## src/cwfa_pkg.sv

```systemverilog
// Shared widths, codes and record types of the window fetch address core.
package cwfa_pkg;

   // field widths of the item and result streams
   localparam int IDX_W = 24;
   localparam int POS_W = 20;
   localparam int ROW_W = 20;
   localparam int OFF_W = 24;
   localparam int OCH_W = 16;
   localparam int XY_W  = 12;

   // configuration field widths
   localparam int CHN_W      = 11;
   localparam int MAP_W      = 13;
   localparam int KER_W      = 5;
   localparam int KS_W       = 9;
   localparam int PLANE_W    = 25;
   localparam int W_W        = KS_W - 1;
   localparam int CSR_IDX_W  = 3;
   localparam int CSR_DATA_W = 13;

   // saturation limits of the configuration fields
   localparam logic [CHN_W-1:0] MAX_CHANNELS  = 11'd1024;
   localparam logic [KER_W-1:0] MAX_KERNEL    = 5'd16;
   localparam logic [MAP_W-1:0] MAX_MAP_WIDTH = 13'd4096;

   // pipelined divider shape
   localparam int DIV_NUM_W  = 24;
   localparam int DIV_DEN_W  = 25;
   localparam int DIV_BITS   = 4;
   localparam int DIV_STAGES = DIV_NUM_W / DIV_BITS;

   // stage map of the whole pipeline
   localparam int STG_IN      = 0;
   localparam int STG_DIV1    = STG_IN + 1;
   localparam int STG_DIV2    = STG_DIV1 + DIV_STAGES;
   localparam int STG_ADDR    = STG_DIV2 + DIV_STAGES;
   localparam int ADDR_STAGES = 3;
   localparam int NUM_STAGES  = STG_ADDR + ADDR_STAGES;

   // stream bus widths
   localparam int REQ_DATA_W = 48;
   localparam int RSP_DATA_W = 88;
   localparam int RSP_USER_W = 2;

   typedef enum logic [CSR_IDX_W-1:0] {
      CSR_LAYER_MODE       = 3'd0,
      CSR_INPUT_CHANNELS   = 3'd1,
      CSR_PADDED_ROW_WIDTH = 3'd2,
      CSR_KERNEL_WIDTH     = 3'd3,
      CSR_KERNEL_HEIGHT    = 3'd4,
      CSR_WINDOW_STRIDE    = 3'd5,
      CSR_OUTPUT_WIDTH     = 3'd6,
      CSR_OUTPUT_HEIGHT    = 3'd7
   } csr_index_type;

   typedef enum logic [1:0] {
      REGION_INPUT  = 2'd0,
      REGION_WEIGHT = 2'd1,
      REGION_BIAS   = 2'd2,
      REGION_NONE   = 2'd3
   } region_type;

   // effective (saturated) configuration plus derived products
   typedef struct packed {
      logic               pool;
      logic [CHN_W-1:0]   chn;
      logic [MAP_W-1:0]   prw;
      logic [KER_W-1:0]   kw;
      logic [KER_W-1:0]   st;
      logic [MAP_W-1:0]   ow;
      logic [KS_W-1:0]    ks;
      logic [PLANE_W-1:0] plane;
   } cfg_type;

   // classification that rides beside the second divider pair
   typedef struct packed {
      region_type       region;
      logic [ROW_W-1:0] ch;
      logic [ROW_W-1:0] k;
      logic [W_W-1:0]   w;
   } side_type;

   typedef struct packed {
      region_type       region;
      logic [ROW_W-1:0] table_row;
      logic [OFF_W-1:0] element_offset;
      logic [OCH_W-1:0] out_channel;
      logic [XY_W-1:0]  out_x;
      logic [XY_W-1:0]  out_y;
   } result_type;

endpackage

```

## src/cwfa_addr.sv

```systemverilog
// Address arithmetic: stride scaling, row multiply, final offset and row select.
module cwfa_addr (
   input  logic                             clock,
   input  logic [cwfa_pkg::ADDR_STAGES-1:0] stage_load,
   input  cwfa_pkg::side_type               side,
   input  logic [cwfa_pkg::DIV_NUM_W-1:0]   quot_c,
   input  logic [cwfa_pkg::DIV_DEN_W-1:0]   rem_c,
   input  logic [cwfa_pkg::DIV_NUM_W-1:0]   quot_d,
   input  logic [cwfa_pkg::DIV_DEN_W-1:0]   rem_d,
   input  cwfa_pkg::cfg_type                cfg,
   output cwfa_pkg::result_type             result
);
   import cwfa_pkg::*;

   localparam int SC_W = XY_W + KER_W;
   localparam int RB_W = ROW_W + CHN_W;
   localparam int PR_W = SC_W + MAP_W;

   typedef struct packed {
      region_type       region;
      logic [ROW_W-1:0] ch;
      logic [ROW_W-1:0] k;
      logic [W_W-1:0]   w;
      logic [XY_W-1:0]  x;
      logic [XY_W-1:0]  y;
      logic [SC_W-1:0]  ys;
      logic [SC_W-1:0]  xs;
      logic [ROW_W-1:0] rowbase;
   } scale_type;

   typedef struct packed {
      region_type       region;
      logic [ROW_W-1:0] row;
      logic [OFF_W-1:0] prod;
      logic [SC_W-1:0]  xs;
      logic [W_W-1:0]   w;
      logic [OCH_W-1:0] ch;
      logic [XY_W-1:0]  x;
      logic [XY_W-1:0]  y;
   } mult_type;

   scale_type  a_ff, a_in;
   mult_type   b_ff, b_in;
   result_type c_ff, c_in;

   logic [SC_W-1:0] ymul;
   logic [SC_W-1:0] xmul;
   logic [RB_W-1:0] rb_full;
   logic [PR_W-1:0] prod_full;

   // scale output position by stride, add kernel row and column
   assign ymul    = quot_c[XY_W-1:0] * cfg.st;
   assign xmul    = rem_c[XY_W-1:0] * cfg.st;
   assign rb_full = side.ch * cfg.chn;

   always_comb begin
      a_in.region  = side.region;
      a_in.ch      = side.ch;
      a_in.k       = side.k;
      a_in.w       = side.w;
      a_in.x       = rem_c[XY_W-1:0];
      a_in.y       = quot_c[XY_W-1:0];
      a_in.ys      = ymul + SC_W'(quot_d[KER_W-2:0]);
      a_in.xs      = xmul + SC_W'(rem_d[KER_W-2:0]);
      a_in.rowbase = rb_full[ROW_W-1:0];
   end

   // multiply the window row by the padded row width, pick the table row
   assign prod_full = a_ff.ys * cfg.prw;

   always_comb begin
      b_in.region = a_ff.region;
      b_in.prod   = prod_full[OFF_W-1:0];
      b_in.xs     = a_ff.xs;
      b_in.w      = a_ff.w;
      b_in.ch     = a_ff.ch[OCH_W-1:0];
      b_in.x      = a_ff.x;
      b_in.y      = a_ff.y;
      case (a_ff.region)
         REGION_INPUT:  b_in.row = cfg.pool ? a_ff.ch : a_ff.k;
         REGION_WEIGHT: b_in.row = a_ff.rowbase + a_ff.k - ROW_W'(cfg.chn);
         REGION_BIAS:   b_in.row = a_ff.rowbase;
         default:       b_in.row = '0;
      endcase
   end

   // form the element offset into the output register
   always_comb begin
      c_in.region      = b_ff.region;
      c_in.table_row   = b_ff.row;
      c_in.out_channel = b_ff.ch;
      c_in.out_x       = b_ff.x;
      c_in.out_y       = b_ff.y;
      case (b_ff.region)
         REGION_INPUT:  c_in.element_offset = b_ff.prod + OFF_W'(b_ff.xs);
         REGION_WEIGHT: c_in.element_offset = OFF_W'(b_ff.w);
         REGION_BIAS:   c_in.element_offset = OFF_W'(cfg.ks);
         default:       c_in.element_offset = '0;
      endcase
   end

   always_ff @(posedge clock) begin
      if (stage_load[0]) begin
         a_ff <= a_in;
      end
      if (stage_load[1]) begin
         b_ff <= b_in;
      end
      if (stage_load[2]) begin
         c_ff <= c_in;
      end
   end

   assign result = c_ff;

endmodule

```

## config.mk

```make
export PLATFORM = sky130hd
export DESIGN_NAME = cwfa_addr
export DESIGN_NICKNAME = d
export VERILOG_FILES = /design/src/cwfa_pkg.sv /design/src/cwfa_addr.sv
export SDC_FILE = /design/constraint.sdc
export NUM_CORES = 1
export LEC_CHECK = 0
export BUFFER_PORTS_ARGS = -buffer_cell sky130_fd_sc_hd__buf_4
export CORE_MARGIN = 2
export CORE_UTILIZATION = 60
export CTS_CLUSTER_SIZE = 28
export DETAILED_ROUTE_END_ITERATION = 8
export PLACE_DENSITY = 0.87
export SYNTH_ARGS = -nofsm -noshare
export SYNTH_HDL_FRONTEND = slang
export SYNTH_SLANG_ARGS = --single-unit
```

## constraint.sdc

```tcl
create_clock -name clock -period 7.5 [get_ports clock]
set_input_delay 0.75 -clock clock [delete_from_list [all_inputs] [get_ports clock]]
set_output_delay 0.75 -clock clock [all_outputs]
set_load 0.02 [all_outputs]
```

==> results.json <==
{
  "run_status": "finished, final reports clean",
  "setup_violations": 0,
  "cp_slowest_stage_delay_ps": 600,
  "hold_path.class": "in -> reg",
  "final_cells": 3309,
  "grt_pass1_wl_um": 102000,
  "fin_crit_sh": 0.764,
  "path_max_fanout": 13,
  "track_usage": 0.275,
  "yosysSeqAreaShare": 0.354,
  "vias": 18783,
  "seqCellArea_sq_um": 9760,
  "period_minus_slack_ps": 5730,
  "crit_path_frequent_cell": "fa_1",
  "synth.most_common_cell": "inv_1",
  "crit_path_cell_trace": "and2_1 > fa_1 > inv_1 > fa_1 > inv_1 > fa_1 > fa_1 > inv_1 > fa_1 > inv_1 > ha_1 > nor4_1 > o21ai_0 > a41oi_1 > and2_1 > o21ai_0 > a21o_1 > a21oi_1 > xnor2_1",
  "pre_cts_slack_ps": 1470,
  "antenna_found_initial": 3,
  "dpl.cell_count": 3244,
  "portBuffers": 210,
  "rows": 78,
  "synth_flop_cell": "edfxtp_1",
  "ys_warn_count": 0,
  "synth.top_cells.by_count": "inv_1, fa_1, edfxtp_1",
  "area.growth.synth_to_final_pct": 11.9,
  "die_h_um": 218,
  "synth_top_area_frac": 0.354,
  "clockBufferDepth": 3,
  "place.gp.congestion": 0.920,
  "syn_area_sq_um": 27500,
  "insertion_delay_ps": 550,
  "holdPathStages": 1,
  "multiInputGateArea_sq_um": 15700,
  "tightest_slew_ps": 988,
  "r2r_cells": 19,
  "synth_edf_count": 325,
  "fmax_mhz": 174,
  "path_clk_slew_ps": 60,
  "fin_skew_ps": 26.6,
  "firstDrtPassIters": 6,
  "syn_area_per_cell_sq_um": 11.0,
  "rsz0062_at_grt": "false",
  "htreeDepth": 2,
  "required_ps": 7790,
  "synthDistinctLibCells": 59,
  "async_flop_share": 0,
  "cp-end-kind": "flip-flop",
  "routed_wl_um": 63300,
  "grt_pass1_vias": 20011,
  "nFillCells": 3173,
  "slowest_stage": "edfxtp_1",
  "grt-ovfl-total": 0,
  "max_cap_violations": 0,
  "die_w_um": 218,
  "yosysTopAreaCell": "edfxtp_1",
  "cts.sink_count": 325,
  "num-nets-final": 3459,
  "critPathLaunchType": "flip-flop",
  "start_util": 0.607,
  "cts_tree": "done",
  "dp_hpwl_um": 48100,
  "postCtsHoldBufs": 0,
  "cts_buffers": 36,
  "first_iter_violations": 1481,
  "drt-wirelength-per-cell_um": 19.1,
  "setup_tns_ps": 0,
  "hold_viol": 0,
  "drc": 0,
  "drive_above_1_share": 0.105,
  "ctsRootBufferMaster": "clkbuf_16",
  "core_area_sq_um": 45400,
  "ant_nets": 0,
  "relSlewSlack": 0.341,
  "grt_max_degree": 77,
  "whs_ps": 374,
  "ys_ff_latch": 325,
  "critical_path_class": "reg -> reg",
  "drv_slew": 0,
  "syn-instance-count": 2512,
  "via_per_inst": 5.68,
  "setup_ws_ps": 1770,
  "synthTopCellsByArea": "edfxtp_1, fa_1, ha_1",
  "io_pins": 320,
  "floorplan.die_area_sq_um": 47600,
  "worstPathArrival_ps": 6020,
  "synth_nets": 3289,
  "cts-resized-gates": 0,
  "post-cts-setup-buffers": 0
}
critical path, delay by kind of cell (launching register included):
kind,cells,cell delay [ps]
AND/OR/NAND/NOR,3,740
flip-flops,1,600
adder cells (fa/ha/maj),6,2790
AO/OA/AOI/OAI,5,1050
XOR/XNOR,1,100
buffers and inverters,4,210
cell type report:
| class | count | share of cell area |
|---|---|---|
| Inverter | 479 | 0.0583 |
| Sequential cell | 325 | 0.317 |
| Antenna cell | 3 | 0.000244 |
| Clock inverter | 25 | 0.0103 |
| Tap cell | 600 | 0.0244 |
| Multi-Input combinational cell | 1626 | 0.509 |
| Clock buffer | 37 | 0.0293 |
| Timing Repair Buffer | 214 | 0.0522 |
logic make-up after synthesis:
family / count (synthesis) / synth area share
AOI/OAI and AO/OA: 287 / 0.0658
xor gates and xnor gates: 119 / 0.0378
adders and majority gates: 543 / 0.340
buffers and inverters: 561 / 0.0767
DFF: 325 / 0.354
muxes: 22 / 0.00799
and+or+nand+nor: 655 / 0.117
state kept, by name, indices dropped and copies added, names as in the netlist:
name and cells:
a_ff 128, b_ff 111, result 86
through the flow:
| step | util | instance area [sq um] |
|---|---|---|
| finish | 0.679 | 30800 |
| global route | 0.679 | 30800 |
| CTS | 0.679 | 30800 |
| detailed placement | 0.652 | 29600 |
| global placement | 0.652 | 29600 |
| floorplan | - | 27500 |
cell usage in the layout (no fill, tap or decap), types with 6 or more instances in the layout:
cell / n
a21oi_1: 103
xnor2_1: 80
nand2b_1: 14
o21bai_1: 17
inv_1: 479
buf_4: 213
xor2_1: 39
nor2b_1: 7
bufinv_16: 6
o21ai_0: 51
nand4_1: 7
and2_1: 242
mux2i_1: 22
nand2_1: 284
or3_1: 8
nor2_1: 54
nand3_1: 8
ha_1: 200
clkbuf_16: 36
fa_1: 343
a31oi_1: 7
edfxtp_1: 325
a21o_1: 27
nor3_1: 18
o21a_1: 21
o22ai_1: 18
per-layer routing:
layer | vias to the layer above | track usage | share of wire
met5 | - | 0 | 0.00019
met4 | 2 | 0.125 | 0.043
met3 | 192 | 0.0452 | 0.076
met2 | 837 | 0.454 | 0.49
met1 | 9376 | 0.360 | 0.39
li1 | 8376 | - | -
path summary, 6_finish.rpt:
kind	from	endpoint	slack (ps)
hold / removal	side[13]	a_ff[91]	370
setup / recovery	a_ff[46]	b_ff[88]	1770
hold reg to reg	a_ff[31]	b_ff[59]	400
setup reg to reg	a_ff[46]	b_ff[88]	1770
Power is not shown: default switching activity piles up to over one toggle a cycle in this logic, so the estimate is an artifact.
