==> src/cwfa_pkg.sv <==
// Shared widths, codes and record types of the window fetch address core.
package cwfa_pkg;

   // field widths of the item and result streams
   localparam int IDX_W = 24;
   localparam int POS_W = 20;
   localparam int ROW_W = 20;
   localparam int OFF_W = 24;
   localparam int OCH_W = 16;
   localparam int XY_W  = 12;

   // configuration field widths
   localparam int CHN_W      = 11;
   localparam int MAP_W      = 13;
   localparam int KER_W      = 5;
   localparam int KS_W       = 9;
   localparam int PLANE_W    = 25;
   localparam int W_W        = KS_W - 1;
   localparam int CSR_IDX_W  = 3;
   localparam int CSR_DATA_W = 13;

   // saturation limits of the configuration fields
   localparam logic [CHN_W-1:0] MAX_CHANNELS  = 11'd1024;
   localparam logic [KER_W-1:0] MAX_KERNEL    = 5'd16;
   localparam logic [MAP_W-1:0] MAX_MAP_WIDTH = 13'd4096;

   // pipelined divider shape
   localparam int DIV_NUM_W  = 24;
   localparam int DIV_DEN_W  = 25;
   localparam int DIV_BITS   = 4;
   localparam int DIV_STAGES = DIV_NUM_W / DIV_BITS;

   // stage map of the whole pipeline
   localparam int STG_IN      = 0;
   localparam int STG_DIV1    = STG_IN + 1;
   localparam int STG_DIV2    = STG_DIV1 + DIV_STAGES;
   localparam int STG_ADDR    = STG_DIV2 + DIV_STAGES;
   localparam int ADDR_STAGES = 3;
   localparam int NUM_STAGES  = STG_ADDR + ADDR_STAGES;

   // stream bus widths
   localparam int REQ_DATA_W = 48;
   localparam int RSP_DATA_W = 88;
   localparam int RSP_USER_W = 2;

   typedef enum logic [CSR_IDX_W-1:0] {
      CSR_LAYER_MODE       = 3'd0,
      CSR_INPUT_CHANNELS   = 3'd1,
      CSR_PADDED_ROW_WIDTH = 3'd2,
      CSR_KERNEL_WIDTH     = 3'd3,
      CSR_KERNEL_HEIGHT    = 3'd4,
      CSR_WINDOW_STRIDE    = 3'd5,
      CSR_OUTPUT_WIDTH     = 3'd6,
      CSR_OUTPUT_HEIGHT    = 3'd7
   } csr_index_type;

   typedef enum logic [1:0] {
      REGION_INPUT  = 2'd0,
      REGION_WEIGHT = 2'd1,
      REGION_BIAS   = 2'd2,
      REGION_NONE   = 2'd3
   } region_type;

   // effective (saturated) configuration plus derived products
   typedef struct packed {
      logic               pool;
      logic [CHN_W-1:0]   chn;
      logic [MAP_W-1:0]   prw;
      logic [KER_W-1:0]   kw;
      logic [KER_W-1:0]   st;
      logic [MAP_W-1:0]   ow;
      logic [KS_W-1:0]    ks;
      logic [PLANE_W-1:0] plane;
   } cfg_type;

   // classification that rides beside the second divider pair
   typedef struct packed {
      region_type       region;
      logic [ROW_W-1:0] ch;
      logic [ROW_W-1:0] k;
      logic [W_W-1:0]   w;
   } side_type;

   typedef struct packed {
      region_type       region;
      logic [ROW_W-1:0] table_row;
      logic [OFF_W-1:0] element_offset;
      logic [OCH_W-1:0] out_channel;
      logic [XY_W-1:0]  out_x;
      logic [XY_W-1:0]  out_y;
   } result_type;

endpackage

==> src/cwfa_div.sv <==
// Pipelined restoring divider, four quotient bits per stage, static divisor.
module cwfa_div (
   input  logic                             clock,
   input  logic [cwfa_pkg::DIV_STAGES-1:0]  stage_load,
   input  logic [cwfa_pkg::DIV_NUM_W-1:0]   dividend,
   input  logic [cwfa_pkg::DIV_DEN_W-1:0]   divisor,
   output logic [cwfa_pkg::DIV_NUM_W-1:0]   quotient,
   output logic [cwfa_pkg::DIV_DEN_W-1:0]   remainder
);
   import cwfa_pkg::*;

   // partial remainder and dividend bits, quotient bits shifting in below
   typedef struct packed {
      logic [DIV_DEN_W-1:0] rem;
      logic [DIV_NUM_W-1:0] num;
   } div_state_type;

   div_state_type st_ff [DIV_STAGES];
   div_state_type st_in [DIV_STAGES];

   function automatic div_state_type div_step(input div_state_type s,
                                              input logic [DIV_DEN_W-1:0] d);
      logic [DIV_DEN_W:0] trial;
      div_state_type      r;
      trial = {s.rem, s.num[DIV_NUM_W-1]};
      r.num = {s.num[DIV_NUM_W-2:0], 1'b0};
      if (trial >= {1'b0, d}) begin
         trial    = trial - {1'b0, d};
         r.num[0] = 1'b1;
      end
      r.rem = trial[DIV_DEN_W-1:0];
      return r;
   endfunction

   // resolve DIV_BITS quotient bits in each stage
   always_comb begin
      div_state_type cur;
      for (int s = 0; s < DIV_STAGES; s++) begin
         if (s == 0) begin
            cur.rem = '0;
            cur.num = dividend;
         end else begin
            cur = st_ff[s-1];
         end
         for (int b = 0; b < DIV_BITS; b++) begin
            cur = div_step(cur, divisor);
         end
         st_in[s] = cur;
      end
   end

   // advance each stage when the pipeline moves it
   always_ff @(posedge clock) begin
      for (int s = 0; s < DIV_STAGES; s++) begin
         if (stage_load[s]) begin
            st_ff[s] <= st_in[s];
         end
      end
   end

   assign quotient  = st_ff[DIV_STAGES-1].num;
   assign remainder = st_ff[DIV_STAGES-1].rem;

endmodule

==> config.mk <==
export PLATFORM = sky130hd
export DESIGN_NAME = cwfa_div
export DESIGN_NICKNAME = d
export VERILOG_FILES = /design/src/cwfa_pkg.sv /design/src/cwfa_div.sv
export SDC_FILE = /design/constraint.sdc
export NUM_CORES = 2
export LEC_CHECK = 0
export ABC_AREA = 0
export BUFFER_PORTS_ARGS = -buffer_cell sky130_fd_sc_hd__clkbuf_2
export CORE_ASPECT_RATIO = 0.6
export CORE_UTILIZATION = 50
export CTS_CLUSTER_SIZE = 16
export DETAILED_ROUTE_END_ITERATION = 8
export GPL_TIMING_DRIVEN = 0
export PLACE_DENSITY_LB_ADDON = 0.2
export SLEW_MARGIN = 20
export SYNTH_ARGS = -nofsm -noshare
export SYNTH_HDL_FRONTEND = slang
export SYNTH_SLANG_ARGS = --single-unit
==> constraint.sdc <==
create_clock -name clock -period 21.5 [get_ports clock]
set_clock_uncertainty 0.05 [all_clocks]
set_input_delay 5.375 -clock clock [delete_from_list [all_inputs] [get_ports clock]]
set_output_delay 5.375 -clock clock [all_outputs]
set_load 0.03 [all_outputs]
==> Flow_metrics.wiki <==
{| class="wikitable"
! Metric !! Value
|-
| Run status || complete, no violations
|-
| Peak Freq || 0.0478 GHz
|-
| Hold Crit Class || flop to flop
|-
| Yosys warning total || 0
|-
| Top Layer Used || met5
|-
| Horiz. Die Dim || 382 um
|-
| Synth top area share || 20.4%
|-
| Slew margin rel. || 22.2%
|-
| Dominant combinational cell family by area after synthesis || compound AO/OA/AOI/OAI gates
|-
| Syn avg cell area || 8.54 um2
|-
| Post-DR wirelength/cell || 23.0 um
|-
| Height of the die || 230 um
|-
| Sequential element share of the synthesized area || 20.4%
|-
| Number of enable flip-flop cells after synthesis || 294
|-
| CTS sink cnt || 294
|-
| Dpl cell area || 46000 um2
|-
| Area of all placed cells without fillers || 47200 um2
|-
| Inserted Clock Buffers || 35
|-
| Final Setup Violations || 0
|-
| Total Routing Usage GR || 32.4%
|-
| Slew at the pin with the worst max-slew slack || 1.16 ns
|-
| Clock tree root driver cell || clkbuf_16
|-
| CP max FO || 25
|-
| RD Place Congestion || 0.968
|-
| Post-synthesis mux area share || 9.30%
|-
| XOR/XNOR share of the synthesized area || 9.03%
|-
| Maximum number of pins on one net before global-route repair || 50
|-
| Length of the first detailed-routing pass in iterations || 6
|-
| Total Die Area || 87900 um2
|-
| Async set-reset flop share out of synthesis || 0%
|-
| Area growth from synthesis to layout || 8.96%
|-
| Starting Density || 50.6%
|-
| Residual antenna-violating net count after detailed routing || 0
|-
| Clock latency on the worst-skew pair || 0.59 ns
|-
| Crit path largest cell delay || 0.56 ns
|-
| Post-synthesis share of cell area spent on full adders, half adders and majority gates || 17.7%
|-
| Share of post-route cells with drive strength above 1 || 11.9%
|-
| Dominant synthesized flop cell || edfxtp_1
|-
| Category of the critical setup timing path || input port to flop
|-
| Antenna violations before repair || 2
|-
| Endpoint type of the worst setup path || flop
|-
| Max Transition Viols Final || 0
|-
| Post-CTS setup buffers || 0
|-
| Register bit total from synthesis || 294
|-
| Number of max-cap violations || 0
|-
| Post-detail-place hpwl || 118000 um
|-
| Registers with the most flip-flops || st_ff x294
|-
| Number of hold-repair buffers added at the cts stage || 0
|-
| Critical Path Source Type || input port
|-
| Count of cell types in the netlist || 90
|-
| Met2 WL || 50800 um
|-
| Iter 0 DRT Violations || 4668
|-
| Number of global-route vias before repair || 36519
|-
| DRT Wirelength || 147000 um
|-
| Clock transition time at the flip-flop clock pins of the worst setup and hold paths || 0.06 ns
|-
| Ratio of final minimum period to clock period || 97.3%
|-
| Routed length on met1 || 73200 um
|-
| Fin. Hold Viols || 0
|-
| Fraction of the mapped netlist area in compound gates || 25.1%
|-
| Gate count after technology mapping || 5074
|-
| Biggest area consumer among synthesized cells || edfxtp_1
|-
| Critical-path top delay cell || o311ai_2
|-
| Residual overflow from global routing || 0
|-
| Number of flip-flops in the largest register || 294
|-
| Largest buffer count on any clock path || 3
|-
| Count of unresolved DRC violations after routing || 0
|-
| Arrival time reported for the critical path endpoint || 21.18 ns
|-
| Top reg by flops || st_ff
|-
| Top-Level Pins || 105
|-
| Minimum period implied by the final worst setup slack || 20.91 ns
|-
| Simple-Gate Fraction of Synth Area || 15.3%
|-
| Cell Rows || 83
|-
| Most frequent cell on the critical path || o21ai_0
|-
| Wire length on met3 || 20400 um
|-
| Number of buffers inserted by port buffering || 104
|-
| TritonCTS clock tree || built
|-
| Wire length of the first global-routing pass || 221000 um
|-
| Via density per instance || 6.41
|-
| Number of buffer and inverter stages on the critical path || 11
|-
| Core ar. || 85700 um2
|-
| Total nets after synthesis || 5730
|-
| Required time worst endpoint || 21.77 ns
|-
| Number of H-tree branching levels || 2
|-
| CP top delay family || compound AO/OA/AOI/OAI gates
|-
| Count of inserted antenna diode cells || 0
|-
| Count of vias placed by the detailed router || 41142
|-
| Largest cells by area after synthesis || edfxtp_1, ha_1, mux2_2
|-
| Post-Synthesis Cell Area || 43300 um2
|-
| Number of nets at the end of the flow || 5899
|}
## per-stage QoR
step	setup slack [ns]	setup TNS, ns	utilization [%]	std cells	hold WS (ns)
2_1_floorplan	3.65	0	-	5074	0.350
3_3_place_gp	-2.65	-158.05	52.9	6325	0.350
3_5_place_dp	-1.10	-36.81	53.7	6354	0.355
4_1_cts	0.228	0	55.0	6414	0.333
5_1_grt	-0.0396	-0.134	55.1	6414	0.330
6_report	0.587	0	55.1	6414	0.334
## worst reg2reg max path: cells and delay by family, from the launching register on
kind / cells / cell delay, ns
AO/OA/AOI/OAI: 29 / 8.83
adder cells (fa/ha/maj): 5 / 1.71
buffers and inverters: 10 / 2.85
flip-flops: 1 / 0.46
multiplexers: 3 / 1.13
AND/OR/NAND/NOR: 4 / 0.57
## cells in the final DEF, fill, tap and decap left out, types with 20 or more instances in the layout
| master | count |
|---|---|
| ha_1 | 577 |
| a21oi_1 | 479 |
| nand2_1 | 356 |
| nor2_1 | 347 |
| o21ai_0 | 315 |
| xnor2_1 | 294 |
| edfxtp_1 | 294 |
| mux2_2 | 282 |
| a21o_1 | 221 |
| inv_1 | 209 |
| xor2_1 | 153 |
| nor3_1 | 107 |
| clkbuf_2 | 100 |
| o21a_1 | 97 |
| nand3_1 | 94 |
| nand4_1 | 82 |
| clkbuf_1 | 78 |
| o21bai_1 | 77 |
| nand2b_1 | 72 |
| nor2b_1 | 69 |
| and3_1 | 54 |
| a211oi_1 | 53 |
| a31oi_1 | 50 |
| mux2i_1 | 49 |
| o31ai_1 | 44 |
| o211ai_1 | 41 |
| and2_1 | 41 |
| or3_1 | 40 |
| clkbuf_16 | 35 |
| a221o_1 | 34 |
| inv_2 | 29 |
| nor4_1 | 27 |
| fa_1 | 23 |
| a21boi_0 | 20 |
| or2_2 | 20 |
## layer usage
metal,GRT usage [%],up-vias
met3,12.0,171
met4,6.45,4
met2,39.1,1972
met5,0,-
met1,52.1,19375
li1,-,19620
## logic make-up after synthesis
logic type | Yosys count
flops | 294
buf+inv | 349
compound gates | 1663
xor+xnor | 447
fa+ha+maj | 600
mux | 356
simple gates | 1365
## layout make-up
cell class	count	area (um2)
buffer	108	457
clock buffer	39	891
clock inverter	22	218
fill	7931	38500
inverter	239	900
multi-input combinational	4431	33200
sequential	294	8830
tap	1147	1440
timing repair buffer	134	1250
## repair_timing
action                                  CTS  global route
pin swaps                                 0             0
resized for setup                         4            23
endpoints found under the setup margin   26            78
## worst paths after layout
kind | from | endpoint | slack (ns) | cells past startpoint
worst max-delay path | divisor[1] | st_ff[4][47]$_DFFE_PP_ | 0.59 | 51
worst min-delay path | st_ff[0][1]$_DFFE_PP_ | st_ff[1][5]$_DFFE_PP_ | 0.33 | 0
worst max register to register | st_ff[3][23]$_DFFE_PP_ | st_ff[4][47]$_DFFE_PP_ | 5.65 | 51
worst min register to register | st_ff[0][1]$_DFFE_PP_ | st_ff[1][5]$_DFFE_PP_ | 0.33 | 0
## synthesized netlist by cell type (all sizes together) (29+ instances only)
master,n
o21a,97
a221o,34
mux2i,50
nand2,356
o211ai,41
ha,577
nor4,29
nand2b,72
buf,30
clkbuf,80
nor3,109
xor2,153
a31oi,51
a21oi,482
inv,239
mux2,306
a21o,221
and3,54
or3,40
o21bai,77
nand3,94
o21ai,319
a211oi,56
and2,41
nor2,347
nand4,82
nor2b,69
xnor2,294
o31ai,46
edfxtp,294
Power is left out: the tool's default activity adds up to more than one toggle a clock period on the data nets, which glitch-free logic cannot reach.
