==> src/cwfa_pkg.sv <==
// Shared widths, codes and record types of the window fetch address core.
package cwfa_pkg;

   // field widths of the item and result streams
   localparam int IDX_W = 24;
   localparam int POS_W = 20;
   localparam int ROW_W = 20;
   localparam int OFF_W = 24;
   localparam int OCH_W = 16;
   localparam int XY_W  = 12;

   // configuration field widths
   localparam int CHN_W      = 11;
   localparam int MAP_W      = 13;
   localparam int KER_W      = 5;
   localparam int KS_W       = 9;
   localparam int PLANE_W    = 25;
   localparam int W_W        = KS_W - 1;
   localparam int CSR_IDX_W  = 3;
   localparam int CSR_DATA_W = 13;

   // saturation limits of the configuration fields
   localparam logic [CHN_W-1:0] MAX_CHANNELS  = 11'd1024;
   localparam logic [KER_W-1:0] MAX_KERNEL    = 5'd16;
   localparam logic [MAP_W-1:0] MAX_MAP_WIDTH = 13'd4096;

   // pipelined divider shape
   localparam int DIV_NUM_W  = 24;
   localparam int DIV_DEN_W  = 25;
   localparam int DIV_BITS   = 4;
   localparam int DIV_STAGES = DIV_NUM_W / DIV_BITS;

   // stage map of the whole pipeline
   localparam int STG_IN      = 0;
   localparam int STG_DIV1    = STG_IN + 1;
   localparam int STG_DIV2    = STG_DIV1 + DIV_STAGES;
   localparam int STG_ADDR    = STG_DIV2 + DIV_STAGES;
   localparam int ADDR_STAGES = 3;
   localparam int NUM_STAGES  = STG_ADDR + ADDR_STAGES;

   // stream bus widths
   localparam int REQ_DATA_W = 48;
   localparam int RSP_DATA_W = 88;
   localparam int RSP_USER_W = 2;

   typedef enum logic [CSR_IDX_W-1:0] {
      CSR_LAYER_MODE       = 3'd0,
      CSR_INPUT_CHANNELS   = 3'd1,
      CSR_PADDED_ROW_WIDTH = 3'd2,
      CSR_KERNEL_WIDTH     = 3'd3,
      CSR_KERNEL_HEIGHT    = 3'd4,
      CSR_WINDOW_STRIDE    = 3'd5,
      CSR_OUTPUT_WIDTH     = 3'd6,
      CSR_OUTPUT_HEIGHT    = 3'd7
   } csr_index_type;

   typedef enum logic [1:0] {
      REGION_INPUT  = 2'd0,
      REGION_WEIGHT = 2'd1,
      REGION_BIAS   = 2'd2,
      REGION_NONE   = 2'd3
   } region_type;

   // effective (saturated) configuration plus derived products
   typedef struct packed {
      logic               pool;
      logic [CHN_W-1:0]   chn;
      logic [MAP_W-1:0]   prw;
      logic [KER_W-1:0]   kw;
      logic [KER_W-1:0]   st;
      logic [MAP_W-1:0]   ow;
      logic [KS_W-1:0]    ks;
      logic [PLANE_W-1:0] plane;
   } cfg_type;

   // classification that rides beside the second divider pair
   typedef struct packed {
      region_type       region;
      logic [ROW_W-1:0] ch;
      logic [ROW_W-1:0] k;
      logic [W_W-1:0]   w;
   } side_type;

   typedef struct packed {
      region_type       region;
      logic [ROW_W-1:0] table_row;
      logic [OFF_W-1:0] element_offset;
      logic [OCH_W-1:0] out_channel;
      logic [XY_W-1:0]  out_x;
      logic [XY_W-1:0]  out_y;
   } result_type;

endpackage

==> src/cwfa_class.sv <==
// Region classification of the gather position and its side pipe.
module cwfa_class (
   input  logic                            clock,
   input  logic [cwfa_pkg::DIV_STAGES-1:0] stage_load,
   input  logic [cwfa_pkg::DIV_NUM_W-1:0]  quot_a,
   input  logic [cwfa_pkg::DIV_NUM_W-1:0]  quot_b,
   input  logic [cwfa_pkg::DIV_DEN_W-1:0]  rem_b,
   input  cwfa_pkg::cfg_type               cfg,
   output cwfa_pkg::side_type              side
);
   import cwfa_pkg::*;

   side_type             side_in;
   side_type             side_ff [DIV_STAGES];
   logic [DIV_NUM_W-1:0] chn_ext;
   logic [DIV_NUM_W-1:0] chn2_ext;
   logic                 ks_zero;
   logic                 rem_zero;

   // quot_b is the window index k, rem_b the place inside the window
   always_comb begin
      chn_ext  = DIV_NUM_W'(cfg.chn);
      chn2_ext = DIV_NUM_W'({cfg.chn, 1'b0});
      ks_zero  = (cfg.ks == '0);
      rem_zero = (rem_b == '0);
      if (cfg.pool) begin
         side_in.region = (!ks_zero && quot_b == '0) ? REGION_INPUT : REGION_NONE;
      end else if (ks_zero) begin
         // empty window: only the bias at position zero
         side_in.region = rem_zero ? REGION_BIAS : REGION_NONE;
      end else if (quot_b < chn_ext) begin
         side_in.region = REGION_INPUT;
      end else if (quot_b < chn2_ext) begin
         side_in.region = REGION_WEIGHT;
      end else if (quot_b == chn2_ext && rem_zero) begin
         side_in.region = REGION_BIAS;
      end else begin
         side_in.region = REGION_NONE;
      end
      side_in.ch = quot_a[ROW_W-1:0];
      side_in.k  = quot_b[ROW_W-1:0];
      side_in.w  = rem_b[W_W-1:0];
   end

   // carry the classification alongside the second divider pair
   always_ff @(posedge clock) begin
      if (stage_load[0]) begin
         side_ff[0] <= side_in;
      end
      for (int s = 1; s < DIV_STAGES; s++) begin
         if (stage_load[s]) begin
            side_ff[s] <= side_ff[s-1];
         end
      end
   end

   assign side = side_ff[DIV_STAGES-1];

endmodule

==> config.mk <==
export PLATFORM = sky130hd
export DESIGN_NAME = cwfa_class
export DESIGN_NICKNAME = d
export VERILOG_FILES = /design/src/cwfa_pkg.sv /design/src/cwfa_class.sv
export SDC_FILE = /design/constraint.sdc
export NUM_CORES = 1
export LEC_CHECK = 0
export BUFFER_PORTS_ARGS = -buffer_cell sky130_fd_sc_hd__buf_2
export CAP_MARGIN = 10
export CORE_MARGIN = 2
export CORE_UTILIZATION = 45
export CTS_BUF_LIST = sky130_fd_sc_hd__clkbuf_4 sky130_fd_sc_hd__clkbuf_8
export CTS_CLUSTER_SIZE = 40
export DETAILED_ROUTE_END_ITERATION = 10
export HOLD_SLACK_MARGIN = 0.02
export PLACE_DENSITY_LB_ADDON = 0.08
export SLEW_MARGIN = 0
export SYNTH_ARGS = -nofsm -noshare
export SYNTH_HDL_FRONTEND = slang
export SYNTH_SLANG_ARGS = --single-unit
==> constraint.sdc <==
create_clock -name clock -period 1.62 [get_ports clock]
set_input_delay 0 -clock clock [delete_from_list [all_inputs] [get_ports clock]]
set_output_delay 0 -clock clock [all_outputs]
set_load 0.02 [all_outputs]
==> flow_summary.toml, run 1 <==
[timing]
period_share_pct = 101
worst_slew_pin_slew_ns = 0.376
slew_headroom_pct = 74.7
timing.final.ws_setup_ns = -0.0122
finClkSkew_ns = 0.0201
max_freq_mhz = 613
post-route-min-period_ns = 1.63
drv_slew = 0
setup_viol = 1
setup-tns-final_ns = -0.0122
hold_viol_final = 0

[cells_and_area]
top_regs = "side_ff x300"
layout-drive-gt1-share_pct = 35.1
antennaDiodeCount = 0
regMostFlops = "side_ff"
layout.nets = 835
area_growth_pct = 28.3
largest_register_ffs = 300
fin_cells = 959

[placed_design]
placement.io_buffers = 146
dp_hpwl_um = 8450
dp_slack_ns = -0.0999
place_congestion = 0.818
placed_cells = 825

[synthesis]
synth-edff-count = 300
synth_top_cell_area_share_pct = 92.8
syn-cell-area_mm2 = 0.00970
synth.avg_cell_area_um2 = 25.0
postSynth.asyncResetShare_pct = 0
yosysWarnings = 0
syn_inst = 388
synth_area_leaders = "edfxtp_1 (93%), ha_1 (2.7%), nor4_1 (0.64%)"
yosysSeqAreaShare_pct = 92.8
yosys-top-cells-count = "edfxtp_1 (300), ha_1 (21), inv_1 (11), nor4_1 (10), a21oi_1 (5)"
synth_top_cell_by_area = "edfxtp_1"
synth_nets = 571
yosysMostFrequentCell = "edfxtp_1"
ys_ff_latch = 300
ys.flop_type = "edfxtp_1"
synth_cell_type_count = 28

[clock_network]
htreeDepth = 2
ctsLongestPathBuffers = 3
tritoncts = "yes"
clk-insertion-delay-late_ns = 0.52
cts.clk_slew.worst_paths_ns = 0.05
cts_inserted_buffers = 47
cts_root_buffer = "clkbuf_8"
postCtsSetupBuffers = 0
cts_sinks = 300

[power]
max-vdd-ir-drop_uv = 656
power_w = 0.0158
power.density_mw_per_mm2 = 1270
leakagePower_nw = 4.62

[global_routing]
use_met3_pct = 2.77
met1_usage_pct = 13.5
grtUsageTotal_pct = 12.6
grt_pass1_vias = 4604
grt_max_degree = 51
met2_usage_pct = 23.4
grt_busiest_layer = "met2"
grt_pass1_wl_um = 21900
globalRouteOverflowTotal = 0
antenna_found_initial = 0

[floorplan]
chipHeight_um = 151
dieArea_mm2 = 0.0228
initial_utilization_pct = 46.0
coreArea_mm2 = 0.0211
die_w_um = 151
pin_count = 212
row_count = 53

[worst_setup_path]
path_cells = "dlygate4sd3_1, ha_1, and4_1, nand4_1, o31a_1, nor3_2, o41a_1, o21ai_1"
slowest_delay_ns = 0.58
crit_cells = 8
r2r_end = "side_ff[2][17]"
start_kind = "input port"
worstSetupPathType = "in2reg"
cp_max_fo = 2
rr_worst_depth = 0
crit_arrival_ns = 1.88
crit_path_top_delay_cell = "dlygate4sd3_1"
worstSetupEndpointType = "flop"
required_ns = 1.87
critPathBufInv = 1
rrSetupSlack_ns = 0.98
cp_top_family = "buffers and inverters"
r2r_start = "side_ff[1][17]"

[routing]
route.detailed.drc = 0
drtIter0Drc = 149
ant_nets = 0
vias = 4445
wire_per_inst_um = 14.6
dr.pass1.iters = 4
vias_per_cell = 4.64
wl_um = 14000

[hold_path]
min_to = "side_ff[0][48]"
min_path_cells = 6
hold_start = "rem_b[22]"
min_path_type = "in2reg"

[status]
outcome = "complete, but fails checks"
violations = "negative setup slack"

[flow_run]
drv_cap = 0
[power breakdown]
part / switching, W / total, W / internal [W] / leakage (nW)
sequential: 0.000106 / 0.00922 / 0.00912 / 2.94
combinational: 0.000417 / 0.000733 / 0.000316 / 1.21
clock: 0.00252 / 0.00587 / 0.00334 / 0.471
[layout make-up]
type                            instances  area [µm²]
Sequential cell                       300        9010
Timing Repair Buffer                  215        1470
Clock inverter                         12        76.3
Fill cell                            1581        8640
Tap cell                              275         344
Clock buffer                           69         812
Inverter                               11        41.3
Multi-Input combinational cell         77         698
[per-stage QoR]
stage | hold WS (ns) | util (%) | instance area [µm²]
after CTS | 0.0691 | 58.9 | 12400
after floorplan | 0.0989 | - | 9700
after global placement | 0.178 | 52.0 | 11000
after global routing | 0.107 | 59.0 | 12500
final | 0.115 | 59.0 | 12500
after detailed placement | 0.178 | 52.0 | 11000
[worst max-delay path by stage]
stage,startpoint,endpoint,slack [ns]
2_1_floorplan,cfg[79],side_ff[0][48],0.19
3_3_place_gp,quot_b[17],side_ff[0][48],-0.09
3_5_place_dp,quot_b[17],side_ff[0][48],-0.1
6_report,quot_b[8],side_ff[0][48],-0.01
5_1_grt,quot_b[2],side_ff[0][48],-0.03
4_1_cts,quot_b[10],side_ff[0][48],0.02
[kinds of logic after synthesis]
group | Yosys count | share of synthesized area [%]
AOI/OAI and AO/OA | 20 | 1.60
adders and majority gates | 21 | 2.71
buffers and inverters | 11 | 0.425
DFF | 300 | 92.8
and+or+nand+nor | 36 | 2.44
[repair_timing]
action,in CTS,in global routing
hold buffers,56,0
endpoints found under the setup margin,0,2
endpoints found under the hold margin,350,0
resized for setup,0,5
[routing by layer]
layer / part of all wire [%] / wire length (µm)
met2: 54 / 7610
met3: 5.5 / 776
met1: 37 / 5150
met4: 3.2 / 452
met5: 0 / 0
[tightest hold or removal path: cells and delay by family]
kind,cells,cell delay [ns]
and+or+nand+nor,3,0.21
buffers and inverters,1,0.07
AOI/OAI and AO/OA,2,0.22
[cell usage in the layout, fill, tap and decap left out, types with 2 or more instances in the layout]
cell type	count
o21ai_1	2
a21o_1	2
buf_4	10
buf_12	6
a21oi_1	5
clkinv_1	9
inv_1	11
nor3_1	3
nand3_1	4
clkbuf_8	47
o21ai_0	2
ha_1	19
nor4_2	2
nor4_1	10
edfxtp_1	300
nand4_1	3
o2111ai_1	2
clkbuf_4	22
ha_4	2
a211oi_1	2
buf_2	143
nor2_1	4
dlygate4sd3_1	56
(Power assumes the default switching activity.)
==> run 2: changes to the inputs <==
HOLD_SLACK_MARGIN = 0.12   (was 0.02)
SETUP_SLACK_MARGIN = 0.15   (was default)
==> run 2 against run 1 <==
Clock power barely moved. Routed wire length grew 2.9%. Sequential power hardly changed. Power up 0.34%. Sequential cell count did not move. Maximum frequency grew 8.8%. Critical path type unchanged. Register-to-register slack about the same. Setup slack better by 0.13 ns. The flow now finishes without violations. Combinational power grew 6.4%. Largest cell class unchanged.
==> flow_summary.toml, run 2 (same netlist as run 1, synthesis figures left out) <==
[status]
outcome = "finished, final reports clean"

[worst_setup_path]
cp_max_fo = 3
crit_arrival_ns = 1.75
required_ns = 1.87
worstSetupEndpointType = "flop"
start_kind = "input port"
worstSetupPathType = "in2reg"

[cells_and_area]
top_regs = "side_ff x300"
post-route-util_pct = 59.9
layout-drive-gt1-share_pct = 35.0
antennaDiodeCount = 0
area_growth_pct = 30.2
largest_register_ffs = 300
layout.cells.most_common = "edfxtp_1"
layout.nets = 854
regMostFlops = "side_ff"
mostFrequentLayoutCells = "edfxtp_1 (300), buf_2 (144), dlygate4sd3_1 (67)"

[routing]
dr.pass1.iters = 6
wire_per_inst_um = 14.7
drtIter0Drc = 147
wl_um = 14400
route.detailed.drc = 0
ant_nets = 0
vias = 4540
vias_per_cell = 4.64

[placed_design]
placement.io_buffers = 146
dp_hpwl_um = 8450
place_congestion = 0.818

[clock_network]
htreeDepth = 2
clk-insertion-delay-late_ns = 0.53
cts_inserted_buffers = 47
cts_root_buffer = "clkbuf_8"
tritoncts = "yes"
cts_sinks = 300
cts.clk_slew.worst_paths_ns = 0.05
ctsLongestPathBuffers = 3

[timing]
rsz0062_at_grt = "false"
holdWs_ns = 0.151
finClkSkew_ns = 0.0192
max_freq_mhz = 666
drv_slew = 0
period_share_pct = 92.6
setup_viol = 0
worst_slew_pin_slew_ns = 0.384
post-route-min-period_ns = 1.50
slew_headroom_pct = 74.2
hold_viol_final = 0

[power]
power.density_mw_per_mm2 = 1260
max-vdd-ir-drop_uv = 667
leakagePower_nw = 4.73

[global_routing]
grt_pass1_vias = 4693
grt_max_degree = 51
globalRouteOverflowTotal = 0
antenna_found_initial = 0
grt_pass1_wl_um = 22400
grtUsageTotal_pct = 12.9

[floorplan]
coreArea_mm2 = 0.0211
pin_count = 212
row_count = 53
chipHeight_um = 151
initial_utilization_pct = 46.0
dieArea_mm2 = 0.0228
die_w_um = 151

[hold_path]
min_path_type = "in2reg"

[flow_run]
drv_cap = 0
run 2: cell count changes in the layout (fill, tap and decap cells not counted), moves of 2 or more:
cell            before  now
dlygate4sd3_1       56   67
buf_6                0    3
buf_4               10   12
dlymetal6s4s_1       0    2
o2111ai_1            2    0
o2111ai_2            0    2
run 2: path summary, 6_finish.rpt:
kind                    endpoint  slack [ns]            from  cells after the start
setup / recovery  side_ff[0][48]        0.12       quot_b[5]                      9
hold / removal    side_ff[0][49]        0.15      quot_b[11]                      5
setup reg to reg   side_ff[1][2]        0.98   side_ff[0][2]                      0
hold reg to reg   side_ff[2][16]        0.40  side_ff[1][16]                      0
run 2: timing repair:
item,CTS,global route
setup endpoints to repair,0,2
buffers inserted,0,3
hold buffers,67,2
resized for setup,0,12
endpoints found under the hold margin,350,2
run 2: routing by layer:
| metal | share of wire [%] | track usage (%) | vias up |
|---|---|---|---|
| li1 | - | - | 2166 |
| met2 | 55 | 24.2 | 145 |
| met3 | 5.0 | 2.77 | 29 |
| met1 | 37 | 13.6 | 2200 |
| met4 | 2.9 | 6.26 | 0 |
| met5 | 0 | 0 | - |
run 2: where the power goes:
group	internal, W	switching, W	leakage, nW
Clock	0.00334	0.00253	0.471
Combinational	0.000350	0.000430	1.32
Sequential	0.00912	0.000106	2.94
run 2: area by class of cell:
class	instances	area, µm²
sequential	300	9010
fill	1572	8450
timing repair buffer	234	1660
clock buffer	69	812
multi-input combinational	77	691
tap	275	344
clock inverter	12	76.3
inverter	11	41.3
run 2: worst max-delay path, stage by stage:
cell and delay, ns:
buf_2 0.11, dlygate4sd3_1 0.55, buf_4 0.15, ha_4 0.23, o2111ai_2 0.06, a21oi_1 0.06, o31ai_1 0.33, a21o_1 0.19
o21ai_1 0.06
run 2: stage by stage:
| stage | power, W | cells | setup slack (ns) | area, µm² | TNS (ns) |
|---|---|---|---|---|---|
| CTS | 0.0161 | 973 | 0.172 | 12500 | 0 |
| global placement | 0.00996 | 825 | -0.0862 | 11000 | -0.172 |
| detailed placement | 0.0100 | 825 | -0.0999 | 11000 | -0.196 |
| floorplan | 0.00954 | 388 | 0.189 | 9700 | 0 |
| finish | 0.0159 | 978 | 0.119 | 12600 | 0 |
| global route | 0.0166 | 978 | 0.158 | 12600 | 0 |
